--- src/dllt_pkg.sv ---
package dllt_pkg;

   // Fixed field widths
   localparam int CMD_W       = 4;
   localparam int CODE_W      = 31;
   localparam int CLASS_W     = 8;
   localparam int PRICE_W     = 24;
   localparam int STATUS_W    = 3;
   localparam int ITEM_CNT_W  = 5;
   localparam int MAX_RESULTS = 16;
   localparam int WALK_W      = $clog2(MAX_RESULTS + 1);
   localparam int CAPACITY_DEF = 16;
   localparam int QUEUE_DEPTH  = 2;

   // Command codes as they arrive on the request port
   localparam logic [CMD_W-1:0] CMD_PUSH_FRONT    = 4'd0;
   localparam logic [CMD_W-1:0] CMD_PUSH_BACK     = 4'd1;
   localparam logic [CMD_W-1:0] CMD_INSERT_AFTER  = 4'd2;
   localparam logic [CMD_W-1:0] CMD_INSERT_BEFORE = 4'd3;
   localparam logic [CMD_W-1:0] CMD_POP_FRONT     = 4'd4;
   localparam logic [CMD_W-1:0] CMD_POP_BACK      = 4'd5;
   localparam logic [CMD_W-1:0] CMD_REMOVE_KEY    = 4'd6;
   localparam logic [CMD_W-1:0] CMD_SEARCH        = 4'd7;
   localparam logic [CMD_W-1:0] CMD_WALK_FWD      = 4'd8;
   localparam logic [CMD_W-1:0] CMD_WALK_BACK     = 4'd9;

   // Status codes
   localparam logic [STATUS_W-1:0] ST_OK       = 3'd0;
   localparam logic [STATUS_W-1:0] ST_FULL     = 3'd1;
   localparam logic [STATUS_W-1:0] ST_EMPTY    = 3'd2;
   localparam logic [STATUS_W-1:0] ST_NOTFOUND = 3'd3;
   localparam logic [STATUS_W-1:0] ST_BADCODE  = 3'd4;

   typedef enum logic [3:0] {
      OP_PUSH_FRONT,
      OP_PUSH_BACK,
      OP_INSERT_AFTER,
      OP_INSERT_BEFORE,
      OP_POP_FRONT,
      OP_POP_BACK,
      OP_REMOVE_KEY,
      OP_SEARCH,
      OP_WALK_FWD,
      OP_WALK_BACK,
      OP_NONE
   } op_type;

   // Classified command held in the queue between front and back
   typedef struct packed {
      op_type               op;
      logic [CODE_W-1:0]    ref_code;
      logic [CODE_W-1:0]    new_code;
      logic [CLASS_W-1:0]   new_class;
      logic [PRICE_W-1:0]   new_price;
   } cmd_item_type;

   typedef struct packed {
      logic [STATUS_W-1:0]   status;
      logic [CODE_W-1:0]     entry_code;
      logic [CLASS_W-1:0]    entry_class;
      logic [PRICE_W-1:0]    entry_price;
      logic [ITEM_CNT_W-1:0] item_count;
      logic                  last;
   } rsp_item_type;

endpackage

--- src/dllt_fifo.sv ---
module dllt_fifo
   import dllt_pkg::*;
#(
   parameter type ITEM_TYPE = cmd_item_type,
   parameter int  DEPTH     = QUEUE_DEPTH
) (
   input  logic     clock,
   input  logic     reset,
   input  logic     push,
   output logic     full,
   input  ITEM_TYPE wdata,
   input  logic     pop,
   output logic     empty,
   output ITEM_TYPE rdata
);

   localparam int PTR_W = (DEPTH > 1) ? $clog2(DEPTH) : 1;
   localparam int CNT_W = $clog2(DEPTH + 1);

   ITEM_TYPE             store_ff [DEPTH];
   logic [PTR_W-1:0]     wr_ptr_ff, wr_ptr_in;
   logic [PTR_W-1:0]     rd_ptr_ff, rd_ptr_in;
   logic [CNT_W-1:0]     fill_ff, fill_in;
   logic                 do_push, do_pop;

   assign full    = (fill_ff == CNT_W'(DEPTH));
   assign empty   = (fill_ff == '0);
   assign do_push = push && !full;
   assign do_pop  = pop && !empty;
   assign rdata   = store_ff[rd_ptr_ff];

   // pointer wrap and fill tracking
   always_comb begin
      wr_ptr_in = wr_ptr_ff;
      rd_ptr_in = rd_ptr_ff;
      fill_in   = fill_ff;
      if (do_push) begin
         wr_ptr_in = (wr_ptr_ff == PTR_W'(DEPTH - 1)) ? '0 : wr_ptr_ff + 1'b1;
      end
      if (do_pop) begin
         rd_ptr_in = (rd_ptr_ff == PTR_W'(DEPTH - 1)) ? '0 : rd_ptr_ff + 1'b1;
      end
      if (do_push && !do_pop) begin
         fill_in = fill_ff + 1'b1;
      end else if (do_pop && !do_push) begin
         fill_in = fill_ff - 1'b1;
      end
   end

   always_ff @(posedge clock) begin
      if (reset) begin
         wr_ptr_ff <= '0;
         rd_ptr_ff <= '0;
         fill_ff   <= '0;
      end else begin
         wr_ptr_ff <= wr_ptr_in;
         rd_ptr_ff <= rd_ptr_in;
         fill_ff   <= fill_in;
      end
   end

   always_ff @(posedge clock) begin
      if (do_push) begin
         store_ff[wr_ptr_ff] <= wdata;
      end
   end

endmodule

--- src/dllt_front.sv ---
module dllt_front
   import dllt_pkg::*;
(
   input  logic               clock,
   input  logic               reset,
   input  logic               req_push,
   output logic               req_full,
   input  logic [CMD_W-1:0]   req_cmd,
   input  logic [CODE_W-1:0]  req_ref_code,
   input  logic [CODE_W-1:0]  req_new_code,
   input  logic [CLASS_W-1:0] req_new_class,
   input  logic [PRICE_W-1:0] req_new_price,
   input  logic               q_pop,
   output logic               q_empty,
   output cmd_item_type       q_item
);

   cmd_item_type item;

   // classify the command code; unused codes become a no-op
   always_comb begin
      item.ref_code  = req_ref_code;
      item.new_code  = req_new_code;
      item.new_class = req_new_class;
      item.new_price = req_new_price;
      case (req_cmd)
         CMD_PUSH_FRONT:    item.op = OP_PUSH_FRONT;
         CMD_PUSH_BACK:     item.op = OP_PUSH_BACK;
         CMD_INSERT_AFTER:  item.op = OP_INSERT_AFTER;
         CMD_INSERT_BEFORE: item.op = OP_INSERT_BEFORE;
         CMD_POP_FRONT:     item.op = OP_POP_FRONT;
         CMD_POP_BACK:      item.op = OP_POP_BACK;
         CMD_REMOVE_KEY:    item.op = OP_REMOVE_KEY;
         CMD_SEARCH:        item.op = OP_SEARCH;
         CMD_WALK_FWD:      item.op = OP_WALK_FWD;
         CMD_WALK_BACK:     item.op = OP_WALK_BACK;
         default:           item.op = OP_NONE;
      endcase
   end

   dllt_fifo #(
      .ITEM_TYPE (cmd_item_type),
      .DEPTH     (QUEUE_DEPTH)
   ) u_cmd_queue (
      .clock (clock),
      .reset (reset),
      .push  (req_push),
      .full  (req_full),
      .wdata (item),
      .pop   (q_pop),
      .empty (q_empty),
      .rdata (q_item)
   );

endmodule

--- src/dllt_back.sv ---
module dllt_back
   import dllt_pkg::*;
#(
   parameter int CAPACITY = CAPACITY_DEF
) (
   input  logic         clock,
   input  logic         reset,
   input  logic         cmd_empty,
   output logic         cmd_pop,
   input  cmd_item_type cmd_item,
   input  logic         rsp_full,
   output logic         rsp_push,
   output rsp_item_type rsp_item
);

   localparam int IDX_W  = (CAPACITY > 1) ? $clog2(CAPACITY) : 1;
   localparam int LINK_W = IDX_W + 1;
   localparam int CNT_W  = $clog2(CAPACITY + 1);
   localparam int LIMIT  = (CAPACITY < MAX_RESULTS) ? CAPACITY : MAX_RESULTS;
   localparam logic [LINK_W-1:0] NIL = {LINK_W{1'b1}};

   typedef enum logic [3:0] {
      S_IDLE, S_FIND, S_CHECK, S_FREE, S_LINK1, S_LINK2,
      S_UNLINK, S_WALK, S_WALKCHK, S_EMIT
   } state_type;

   function automatic logic is_slot(input logic [LINK_W-1:0] l);
      return l < LINK_W'(CAPACITY);
   endfunction

   // entry stores
   logic [CODE_W-1:0]  code_mem  [CAPACITY];
   logic [CLASS_W-1:0] class_mem [CAPACITY];
   logic [PRICE_W-1:0] price_mem [CAPACITY];
   logic [LINK_W-1:0]  prev_mem  [CAPACITY];
   logic [LINK_W-1:0]  next_mem  [CAPACITY];

   // registered read port, addressed by the cursor
   logic [CODE_W-1:0]  rd_code_ff;
   logic [CLASS_W-1:0] rd_class_ff;
   logic [PRICE_W-1:0] rd_price_ff;
   logic [LINK_W-1:0]  rd_prev_ff;
   logic [LINK_W-1:0]  rd_next_ff;
   logic               rd_valid_ff;

   state_type          state_ff, state_in;
   op_type             op_ff, op_in;
   logic [CODE_W-1:0]  key_ff, key_in;
   logic [CODE_W-1:0]  code_ff, code_in;
   logic [CLASS_W-1:0] class_ff, class_in;
   logic [PRICE_W-1:0] price_ff, price_in;
   logic [LINK_W-1:0]  cur_ff, cur_in;
   logic [LINK_W-1:0]  at_ff, at_in;
   logic [LINK_W-1:0]  p_ff, p_in;
   logic [LINK_W-1:0]  q_ff, q_in;
   logic [IDX_W-1:0]   scan_ff, scan_in;
   logic [WALK_W-1:0]  walk_ff, walk_in;
   logic [LINK_W-1:0]  head_ff, head_in;
   logic [LINK_W-1:0]  tail_ff, tail_in;
   logic [CNT_W-1:0]   count_ff, count_in;
   logic               more_ff, more_in;
   rsp_item_type       res_ff, res_in;
   logic [CAPACITY-1:0] valid_ff, valid_in;

   // write controls
   logic               data_we;
   logic               prev_we, next_we;
   logic [IDX_W-1:0]   prev_addr, next_addr;
   logic [LINK_W-1:0]  prev_data, next_data;

   logic               match;
   logic [LINK_W-1:0]  nx;
   logic               fin;
   logic [LINK_W-1:0]  slot_n;

   assign rsp_item = res_ff;
   assign slot_n   = {1'b0, scan_ff};

   always_comb begin
      state_in = state_ff;
      op_in    = op_ff;
      key_in   = key_ff;
      code_in  = code_ff;
      class_in = class_ff;
      price_in = price_ff;
      cur_in   = cur_ff;
      at_in    = at_ff;
      p_in     = p_ff;
      q_in     = q_ff;
      scan_in  = scan_ff;
      walk_in  = walk_ff;
      head_in  = head_ff;
      tail_in  = tail_ff;
      count_in = count_ff;
      more_in  = more_ff;
      res_in   = res_ff;
      valid_in = valid_ff;
      cmd_pop  = 1'b0;
      rsp_push = 1'b0;
      data_we  = 1'b0;
      prev_we  = 1'b0;
      next_we  = 1'b0;
      prev_addr = scan_ff;
      next_addr = scan_ff;
      prev_data = p_ff;
      next_data = q_ff;
      match = (op_ff == OP_POP_FRONT) || (op_ff == OP_POP_BACK) ||
              (rd_valid_ff && (rd_code_ff == key_ff));
      nx  = (op_ff == OP_WALK_FWD) ? rd_next_ff : rd_prev_ff;
      fin = !is_slot(nx) || (({1'b0, walk_ff} + 1'b1) >= (WALK_W + 1)'(LIMIT));

      case (state_ff)
         // take a command and settle the cases that need no table access
         S_IDLE: begin
            if (!cmd_empty) begin
               cmd_pop  = 1'b1;
               op_in    = cmd_item.op;
               key_in   = cmd_item.ref_code;
               code_in  = cmd_item.new_code;
               class_in = cmd_item.new_class;
               price_in = cmd_item.new_price;
               scan_in  = '0;
               walk_in  = '0;
               more_in  = 1'b0;
               res_in   = '0;
               res_in.status     = ST_OK;
               res_in.item_count = ITEM_CNT_W'(count_ff);
               res_in.last       = 1'b1;
               state_in = S_EMIT;
               case (cmd_item.op)
                  OP_PUSH_FRONT, OP_PUSH_BACK, OP_INSERT_AFTER, OP_INSERT_BEFORE: begin
                     if (count_ff >= CNT_W'(CAPACITY)) begin
                        res_in.status = ST_FULL;
                     end else if (cmd_item.new_code == '0) begin
                        res_in.status = ST_BADCODE;
                     end else if (cmd_item.op == OP_PUSH_FRONT) begin
                        p_in     = NIL;
                        q_in     = head_ff;
                        state_in = S_FREE;
                     end else if (cmd_item.op == OP_PUSH_BACK) begin
                        p_in     = tail_ff;
                        q_in     = NIL;
                        state_in = S_FREE;
                     end else if (cmd_item.ref_code == '0 || !is_slot(head_ff)) begin
                        res_in.status = ST_NOTFOUND;
                     end else begin
                        cur_in   = head_ff;
                        state_in = S_FIND;
                     end
                  end
                  OP_POP_FRONT, OP_POP_BACK, OP_REMOVE_KEY, OP_SEARCH,
                  OP_WALK_FWD, OP_WALK_BACK: begin
                     if (count_ff == '0 || !is_slot(head_ff)) begin
                        res_in.status = ST_EMPTY;
                     end else if (cmd_item.op == OP_POP_BACK) begin
                        cur_in   = tail_ff;
                        state_in = S_FIND;
                     end else if (cmd_item.op == OP_POP_FRONT) begin
                        cur_in   = head_ff;
                        state_in = S_FIND;
                     end else if (cmd_item.op == OP_WALK_FWD) begin
                        cur_in   = head_ff;
                        state_in = S_WALK;
                     end else if (cmd_item.op == OP_WALK_BACK) begin
                        cur_in   = tail_ff;
                        state_in = S_WALK;
                     end else if (cmd_item.ref_code == '0) begin
                        res_in.status = ST_NOTFOUND;
                     end else begin
                        cur_in   = head_ff;
                        state_in = S_FIND;
                     end
                  end
                  default: begin
                  end
               endcase
            end
         end
         // read issued at the cursor; data ready next cycle
         S_FIND: begin
            state_in = S_CHECK;
         end
         S_CHECK: begin
            if (match) begin
               at_in = cur_ff;
               case (op_ff)
                  OP_INSERT_AFTER: begin
                     p_in     = cur_ff;
                     q_in     = rd_next_ff;
                     state_in = S_FREE;
                  end
                  OP_INSERT_BEFORE: begin
                     p_in     = rd_prev_ff;
                     q_in     = cur_ff;
                     state_in = S_FREE;
                  end
                  OP_SEARCH: begin
                     res_in.entry_code  = rd_code_ff;
                     res_in.entry_class = rd_class_ff;
                     res_in.entry_price = rd_price_ff;
                     state_in = S_EMIT;
                  end
                  default: begin
                     p_in     = rd_prev_ff;
                     q_in     = rd_next_ff;
                     state_in = S_UNLINK;
                  end
               endcase
            end else if (is_slot(rd_next_ff)) begin
               cur_in   = rd_next_ff;
               state_in = S_FIND;
            end else begin
               res_in.status = ST_NOTFOUND;
               state_in = S_EMIT;
            end
         end
         // lowest free slot, one valid bit a cycle
         S_FREE: begin
            if (!valid_ff[scan_ff]) begin
               state_in = S_LINK1;
            end else begin
               scan_in = scan_ff + 1'b1;
            end
         end
         // fill the new entry and its own links
         S_LINK1: begin
            data_we   = 1'b1;
            prev_we   = 1'b1;
            next_we   = 1'b1;
            prev_data = p_ff;
            next_data = q_ff;
            valid_in[scan_ff] = 1'b1;
            state_in  = S_LINK2;
         end
         // hook the neighbours onto the new entry
         S_LINK2: begin
            if (is_slot(p_ff)) begin
               next_we   = 1'b1;
               next_addr = p_ff[IDX_W-1:0];
               next_data = slot_n;
            end else begin
               head_in = slot_n;
            end
            if (is_slot(q_ff)) begin
               prev_we   = 1'b1;
               prev_addr = q_ff[IDX_W-1:0];
               prev_data = slot_n;
            end else begin
               tail_in = slot_n;
            end
            count_in = count_ff + 1'b1;
            res_in.item_count = ITEM_CNT_W'(count_ff + 1'b1);
            state_in = S_EMIT;
         end
         // bridge the neighbours and free the slot
         S_UNLINK: begin
            if (is_slot(q_ff)) begin
               prev_we   = 1'b1;
               prev_addr = q_ff[IDX_W-1:0];
               prev_data = p_ff;
            end else begin
               tail_in = p_ff;
            end
            if (is_slot(p_ff)) begin
               next_we   = 1'b1;
               next_addr = p_ff[IDX_W-1:0];
               next_data = q_ff;
            end else begin
               head_in = q_ff;
            end
            valid_in[at_ff[IDX_W-1:0]] = 1'b0;
            count_in = count_ff - 1'b1;
            res_in.entry_code  = rd_code_ff;
            res_in.entry_class = rd_class_ff;
            res_in.entry_price = rd_price_ff;
            res_in.item_count  = ITEM_CNT_W'(count_ff - 1'b1);
            state_in = S_EMIT;
         end
         S_WALK: begin
            state_in = S_WALKCHK;
         end
         S_WALKCHK: begin
            res_in.entry_code  = rd_code_ff;
            res_in.entry_class = rd_class_ff;
            res_in.entry_price = rd_price_ff;
            res_in.last        = fin;
            more_in  = !fin;
            cur_in   = nx;
            walk_in  = walk_ff + 1'b1;
            state_in = S_EMIT;
         end
         // hand the result to the output queue
         S_EMIT: begin
            if (!rsp_full) begin
               rsp_push = 1'b1;
               state_in = more_ff ? S_WALK : S_IDLE;
            end
         end
         default: begin
            state_in = S_IDLE;
         end
      endcase
   end

   always_ff @(posedge clock) begin
      if (reset) begin
         state_ff <= S_IDLE;
         head_ff  <= NIL;
         tail_ff  <= NIL;
         count_ff <= '0;
         more_ff  <= 1'b0;
         valid_ff <= '0;
      end else begin
         state_ff <= state_in;
         head_ff  <= head_in;
         tail_ff  <= tail_in;
         count_ff <= count_in;
         more_ff  <= more_in;
         valid_ff <= valid_in;
      end
   end

   // payload registers
   always_ff @(posedge clock) begin
      op_ff    <= op_in;
      key_ff   <= key_in;
      code_ff  <= code_in;
      class_ff <= class_in;
      price_ff <= price_in;
      cur_ff   <= cur_in;
      at_ff    <= at_in;
      p_ff     <= p_in;
      q_ff     <= q_in;
      scan_ff  <= scan_in;
      walk_ff  <= walk_in;
      res_ff   <= res_in;
   end

   // entry data stores
   always_ff @(posedge clock) begin
      if (data_we) begin
         code_mem[scan_ff]  <= code_ff;
         class_mem[scan_ff] <= class_ff;
         price_mem[scan_ff] <= price_ff;
      end
      rd_code_ff  <= code_mem[cur_ff[IDX_W-1:0]];
      rd_class_ff <= class_mem[cur_ff[IDX_W-1:0]];
      rd_price_ff <= price_mem[cur_ff[IDX_W-1:0]];
      rd_valid_ff <= valid_ff[cur_ff[IDX_W-1:0]];
   end

   // link stores
   always_ff @(posedge clock) begin
      if (prev_we) begin
         prev_mem[prev_addr] <= prev_data;
      end
      rd_prev_ff <= prev_mem[cur_ff[IDX_W-1:0]];
   end

   always_ff @(posedge clock) begin
      if (next_we) begin
         next_mem[next_addr] <= next_data;
      end
      rd_next_ff <= next_mem[cur_ff[IDX_W-1:0]];
   end

endmodule

--- src/doubly_linked_list_table.sv ---
// Channel  | Direction | Handshake            | Payload
// request  | in        | req_push / req_full  | cmd, ref_code, new_code, new_class, new_price
// response | out       | rsp_pop / rsp_empty  | status, entry fields, item_count, last
//
// One command at a time in the back engine; the front queue takes up to two more.
// Key lookup reads the table through a registered read port for each entry visited, the free
// slot scan tests one valid bit per slot, linking passes S_LINK1 and S_LINK2, and each result
// is handed over in S_EMIT; a walk passes S_WALK, S_WALKCHK and S_EMIT for each entry.
// Reset is synchronous and leaves the table empty.
// A full response queue holds the engine; the request queue fills meanwhile.
module doubly_linked_list_table
   import dllt_pkg::*;
#(
   parameter int CAPACITY = CAPACITY_DEF
) (
   input  logic                  clock,
   input  logic                  reset,
   input  logic                  req_push,
   output logic                  req_full,
   input  logic [CMD_W-1:0]      req_cmd,
   input  logic [CODE_W-1:0]     req_ref_code,
   input  logic [CODE_W-1:0]     req_new_code,
   input  logic [CLASS_W-1:0]    req_new_class,
   input  logic [PRICE_W-1:0]    req_new_price,
   input  logic                  rsp_pop,
   output logic                  rsp_empty,
   output logic [STATUS_W-1:0]   rsp_status,
   output logic [CODE_W-1:0]     rsp_entry_code_out,
   output logic [CLASS_W-1:0]    rsp_entry_class_out,
   output logic [PRICE_W-1:0]    rsp_entry_price_out,
   output logic [ITEM_CNT_W-1:0] rsp_item_count,
   output logic                  rsp_last
);

   cmd_item_type q_item;
   logic         q_pop, q_empty;
   rsp_item_type res_item, out_item;
   logic         res_push, res_full;

   dllt_front u_front (
      .clock         (clock),
      .reset         (reset),
      .req_push      (req_push),
      .req_full      (req_full),
      .req_cmd       (req_cmd),
      .req_ref_code  (req_ref_code),
      .req_new_code  (req_new_code),
      .req_new_class (req_new_class),
      .req_new_price (req_new_price),
      .q_pop         (q_pop),
      .q_empty       (q_empty),
      .q_item        (q_item)
   );

   dllt_back #(
      .CAPACITY (CAPACITY)
   ) u_back (
      .clock     (clock),
      .reset     (reset),
      .cmd_empty (q_empty),
      .cmd_pop   (q_pop),
      .cmd_item  (q_item),
      .rsp_full  (res_full),
      .rsp_push  (res_push),
      .rsp_item  (res_item)
   );

   dllt_fifo #(
      .ITEM_TYPE (rsp_item_type),
      .DEPTH     (QUEUE_DEPTH)
   ) u_rsp_queue (
      .clock (clock),
      .reset (reset),
      .push  (res_push),
      .full  (res_full),
      .wdata (res_item),
      .pop   (rsp_pop),
      .empty (rsp_empty),
      .rdata (out_item)
   );

   assign rsp_status          = out_item.status;
   assign rsp_entry_code_out  = out_item.entry_code;
   assign rsp_entry_class_out = out_item.entry_class;
   assign rsp_entry_price_out = out_item.entry_price;
   assign rsp_item_count      = out_item.item_count;
   assign rsp_last            = out_item.last;

   // a failed command always gives a single, closing result
   a_fail_last: assert property (@(posedge clock) disable iff (reset)
      (!rsp_empty && rsp_status != ST_OK) |-> rsp_last)
      else $error("failing result not marked last");

   // a failed command reports no entry
   a_fail_noentry: assert property (@(posedge clock) disable iff (reset)
      (!rsp_empty && rsp_status != ST_OK) |->
      (rsp_entry_code_out == '0 && rsp_entry_class_out == '0 && rsp_entry_price_out == '0))
      else $error("failing result carries entry data");

   // only defined status codes leave the block
   a_status_range: assert property (@(posedge clock) disable iff (reset)
      !rsp_empty |-> (rsp_status <= ST_BADCODE))
      else $error("undefined status code");

   // reset flushes any pending results
   a_reset_flush: assert property (@(posedge clock)
      reset |=> rsp_empty)
      else $error("results pending after reset");

endmodule

--- config.mk ---
export PLATFORM = sky130hd
export DESIGN_NAME = doubly_linked_list_table
export DESIGN_NICKNAME = d
export VERILOG_FILES = /design/src/dllt_pkg.sv /design/src/dllt_fifo.sv /design/src/dllt_front.sv /design/src/dllt_back.sv /design/src/doubly_linked_list_table.sv
export SDC_FILE = /design/constraint.sdc
export NUM_CORES = 2
export LEC_CHECK = 0
export ABC_AREA = 1
export BUFFER_PORTS_ARGS = -buffer_cell sky130_fd_sc_hd__buf_2
export CAP_MARGIN = 15
export CORE_UTILIZATION = 30
export CTS_CLUSTER_SIZE = 10
export DETAILED_ROUTE_END_ITERATION = 8
export PLACE_DENSITY_LB_ADDON = 0.08
export REMOVE_ABC_BUFFERS = 1
export SLEW_MARGIN = 20
export SYNTH_ARGS = -nofsm -noshare
export SYNTH_HDL_FRONTEND = slang
export SYNTH_SLANG_ARGS = --single-unit
--- constraint.sdc ---
create_clock -name clock -period 12.9 [get_ports clock]
set_clock_uncertainty 0.1 [all_clocks]
set_input_delay 0.645 -clock clock [delete_from_list [all_inputs] [get_ports clock]]
set_output_delay 0.645 -clock clock [all_outputs]
set_load 0.03 [all_outputs]
==> results.md <==
- STA classifies the critical path startpoint as a register.
- The filler-free cell count of the finished design is ~8900.
- In the global route stage, overall resource usage came out at between 10% and 20%.
- The first TritonRoute pass finished after 7 iterations.
- After global routing the overflow that remains totals 0.
- The minimum clock period after layout is about 4200 ps.
- The final hold violation count is 0.
- The synthesized instance count is about 5300.
- For hold timing, the worst endpoint is u_front.u_cmd_queue.store_ff[1][94]$_DFFE_PP_.
- The number of enable flip-flop cells after synthesis is approximately 1700.
- The maximum number of pins on one net before global-route repair is 178.
- The total I/O pin count is between 150 and 200.
- The area share of fa/ha/maj cells after synthesis is 0.174%.
- The number of global-route vias before repair is roughly 41000.
- In this run, CTS created clock tree buffers numbering 211.
- The count of state elements after synthesis is 1826.
- After detailed routing, the average wire length per cell comes to 23.7 um.
- TritonCTS built the clock tree.
- For this run, the register share of the synthesized area comes to between 70% and 80%.
- The area growth from synthesis to layout is 16.6%.
- The horizontal die dimension is roughly 500 um.
- The class of the tightest hold or removal check is in2reg.
- In the final layout, the share of cells above drive strength 1 is between 10% and 20%.
- Measured in cells, the most critical reg-to-reg path has a length of 14.
- The wire length after detailed routing is 211 mm.
- Setup repair after global routing left no endpoint under its margin.
- Detailed routing placed a total of 7.56 mm of wire on met3.
- The count of buffers from port buffering is about 180.
- The dominant combinational cell family by area after synthesis is compound AO/OA/AOI/OAI gates.
- The final RePlAce weighted congestion is approximately 0.77.
- The worst-case IR drop observed on VDD is just under 200 uV.
- The number of sinks on the clock net is between 1500 and 2000.
- At the pin with the least slew margin, the transition time is between 1000 and 1500 ps.
- The clock latency on the worst-skew pair is between 800 and 900 ps.
- The maximum buffer depth of the clock tree is 3.
- The post-synthesis area per instance is between 10 and 15 um^2.
- The synthesized-area fraction occupied by ao, oa, aoi and oai cells is slightly above 9%.
- The count of nets left with antenna violations after detail routing is 0.
- In the final design database the tool counted ~5700 nets.
- The static leakage power is between 30 and 40 nW.
- Setup violations remaining at the end of the flow were counted as 0.
- Leaving out fill and tap cells, the most frequent cell in the layout is sky130_fd_sc_hd__edfxtp_1.
- The critical path class is reg2reg.
- In the routed design, unresolved DRC markers number 24.
- After synthesis the cells add up to 71800 um^2.
- The required time reported for the critical path endpoint is between 10000 and 15000 ps.
- The cell sitting at the root of the clock tree is a sky130_fd_sc_hd__clkbuf_16.
- Of all flip-flops after synthesis, the portion carrying an async set or reset was 0%.
- The count of buffers added by post-CTS timing repair for setup is 0.
- The total via count in the routed design is between 40000 and 50000.
- The average via count per standard cell is around 4.6.
- After layout, the worst path uses approximately a third of the clock period.
- Summing the areas of all and, or, nand and nor instances in the mapped netlist gives under 10% of the synthesized area.
- The area of combinational cells with multiple inputs is 14500 um^2.
- The clock-pin transition on the worst setup and hold timing paths is 60 ps.
- Synthesis instantiated 41 different standard cells from the library.
- The count of maximum capacitance violations is 0.
- For this run, the top clock speed supported by timing is approximately 240 MHz.
- Routed signal wires occupy layers up through met4.
- Of all nets on the critical path, the largest fanout is between 50 and 60.
- The depth of the CTS H-tree is 4.
- In this run the standard cell core region covers about 240000 um^2.
- The wire length of the first global-routing pass is between 300 and 400 mm.
- The wire length the detailed router placed on met1 is 101 mm.
- The final reports fail on DRC.
- The arrival time of data at the critical path endpoint is 4570 ps.
- The XOR/XNOR share of the synthesized area is 0.0610%.
- The sum of met2 wire segment lengths after detailed routing is 99.1 mm.
- For this design the ratio of total power to cell area is 223 nW/um^2.
- The number of cell rows is about 180.
- The height of the chip is around 490 um.
- Counting instances, the worst hold path has a depth of 3.
- Across all register-to-register paths, the minimum setup slack is 8730 ps.
- The count of filler cells inserted in the layout is between 20000 and 25000.
- The fraction of the core area covered by cells at the end of the flow is approximately a third.
- The worst hold path begins at req_cmd[0].
- The most common flop cell mapped by yosys is sky130_fd_sc_hd__edfxtp_1.
- Detailed placement finished with a half-perimeter wire length of approximately 120 mm.
- The initial utilization of the core area, before any placement, comes to a little under a third.
- The number of antenna violations at the first check in global routing is 7.
- The kind of end point of the critical path is a register.
- The storage element area is 53600 um^2.
- The first routing iteration left roughly 2800 violations.
- The worst register-to-register path ends at u_back.cur_ff[2]$_DFFE_PP_.
- The worst-case headroom to the max-slew limit is a little under a quarter.
- Yosys printed 0 warnings.
- The multiplexer share of the synthesized area is under 10%.
- The max-slew violation count is 0.
- The die covers between 200000 and 250000 um^2.
- The run finished, with violations left.
- Once placement completed, the tool counted placed cells totaling 8434.
- Leaving out fill and tap cells, the most frequent cells in the layout are sky130_fd_sc_hd__edfxtp_1, sky130_fd_sc_hd__inv_1, sky130_fd_sc_hd__nand2_1.
layout make-up:
class                      instances  area share (%)
sequential                      1826            64.1
multi-input combinational       2489            17.3
clock buffer                     362            7.18
tap                             3167            4.74
inverter                         693            3.14
timing repair buffer             356            3.08
clock inverter                    26           0.450
antenna                            1         0.00299
worst max path at each step:
stage,cells past startpoint,start,slack [ps],to
global route,14,register,8350,u_back.cur_ff[2]$_DFFE_PP_
detailed placement,12,register,8580,u_back.rsp_item[69]$_SDFFCE_PP1P_
CTS,12,register,8560,u_back.rsp_item[69]$_SDFFCE_PP1P_
global placement,12,register,8600,u_back.rsp_item[69]$_SDFFCE_PP1P_
finish,14,register,8730,u_back.cur_ff[2]$_DFFE_PP_
floorplan,0,u_back.cur_ff[0]$_DFFE_PP_,-7430,u_back.at_ff[0]$_DFFE_PP_
per-stage QoR:
stage | power, W | setup WS (ps) | instance area, um^2 | hold WS [ps] | TNS (ps)
after global routing | 0.0196 | 8350 | 83700 | 63.9 | 0
after CTS | 0.0190 | 8560 | 83600 | 15.6 | 0
after global placement | 0.0133 | 8600 | 76300 | 324 | 0
after floorplan | 0.0119 | -7430 | 70600 | 321 | -471840
after detailed placement | 0.0133 | 8580 | 76300 | 332 | 0
final | 0.0186 | 8730 | 83700 | 87.2 | 0
kinds of logic (layout without fill, tap and decap cells):
logic type / count (synthesis) / count (layout)
flops: 1826 / 1826
compound gates: 1153 / 1153
buf+inv: 959 / 1437
simple gates: 956 / 956
mux: 365 / 365
fa+ha+maj: 10 / 10
xor+xnor: 5 / 5
other cells: 0 / 1
flip-flops by register name, indices dropped and copies added, names as in the netlist, 72 cells and up, named ones only:
signal,count
u_back.code_mem,496
u_back.price_mem,384
u_front.u_cmd_queue.store_ff,196
u_rsp_queue.store_ff,144
u_back.class_mem,128
u_back.next_mem,80
u_back.prev_mem,80
u_back.rsp_item,72
cells in the mapped netlist, types with 2 or more instances:
library cell               number  share of area [%]
sky130_fd_sc_hd__edfxtp_1    1706                 71
sky130_fd_sc_hd__inv_1        690                3.6
sky130_fd_sc_hd__nand2_1      620                3.2
sky130_fd_sc_hd__o21ai_0      469                3.3
sky130_fd_sc_hd__a21oi_1      332                2.3
sky130_fd_sc_hd__o211ai_1     303                3.2
sky130_fd_sc_hd__mux2i_1      293                4.1
sky130_fd_sc_hd__nor2_1       174               0.91
sky130_fd_sc_hd__clkbuf_1     169               0.88
sky130_fd_sc_hd__dfxtp_1      120                3.3
sky130_fd_sc_hd__nand3_1      100               0.70
sky130_fd_sc_hd__mux2_2        72                1.1
sky130_fd_sc_hd__buf_2         56               0.39
sky130_fd_sc_hd__nor3_1        42               0.29
sky130_fd_sc_hd__o21ai_1       18               0.13
sky130_fd_sc_hd__buf_1         16              0.084
sky130_fd_sc_hd__buf_4         15               0.16
sky130_fd_sc_hd__buf_6         10               0.16
sky130_fd_sc_hd__ha_1          10               0.17
sky130_fd_sc_hd__nor4_1         7              0.061
sky130_fd_sc_hd__a211oi_1       5              0.052
sky130_fd_sc_hd__o22ai_1        5              0.044
sky130_fd_sc_hd__a32oi_1        4              0.049
sky130_fd_sc_hd__nand4_1        4              0.035
sky130_fd_sc_hd__o31ai_1        4              0.042
sky130_fd_sc_hd__or2_2          4              0.035
sky130_fd_sc_hd__xor2_1         4              0.049
sky130_fd_sc_hd__inv_2          3              0.016
sky130_fd_sc_hd__o221ai_1       3              0.037
sky130_fd_sc_hd__a221oi_1       2              0.024
sky130_fd_sc_hd__a31oi_1        2              0.017
sky130_fd_sc_hd__nor2_2         2              0.017
sky130_fd_sc_hd__o21ai_2        2              0.024
per-layer routing:
layer  up-vias  track usage [%]
met5         -                0
met4         0             3.90
met3       244             2.36
met2       786             27.9
met1     20700             24.6
li1      19500                -
critical path: stages, from the launching register on:
cell	delay, ps
sky130_fd_sc_hd__dfxtp_4	720
sky130_fd_sc_hd__buf_4	610
sky130_fd_sc_hd__buf_4	580
sky130_fd_sc_hd__o21ai_1	170
sky130_fd_sc_hd__nand2_1	80
sky130_fd_sc_hd__nor2_1	50
sky130_fd_sc_hd__nand2_1	50
sky130_fd_sc_hd__nor2_1	80
sky130_fd_sc_hd__nand2_1	420
sky130_fd_sc_hd__nand2_1	90
sky130_fd_sc_hd__nor2_1	170
sky130_fd_sc_hd__nand3_1	90
sky130_fd_sc_hd__nand2_1	70
sky130_fd_sc_hd__nand4_1	80
sky130_fd_sc_hd__nor2_1	370
where the power goes:
part           internal (W)  switching, W  total, W  leakage, nW
Sequential          0.00777      0.000760   0.00853         16.5
Clock               0.00317       0.00241   0.00559         3.04
Combinational       0.00124       0.00328   0.00452         11.3
timing repair:
item | in CTS | in global routing
gates resized for setup | 0 | 0
hold endpoints to repair | 192 | 0
hold buffers | 96 | 0
No activity file was read; power rests on OpenSTA's default activity.
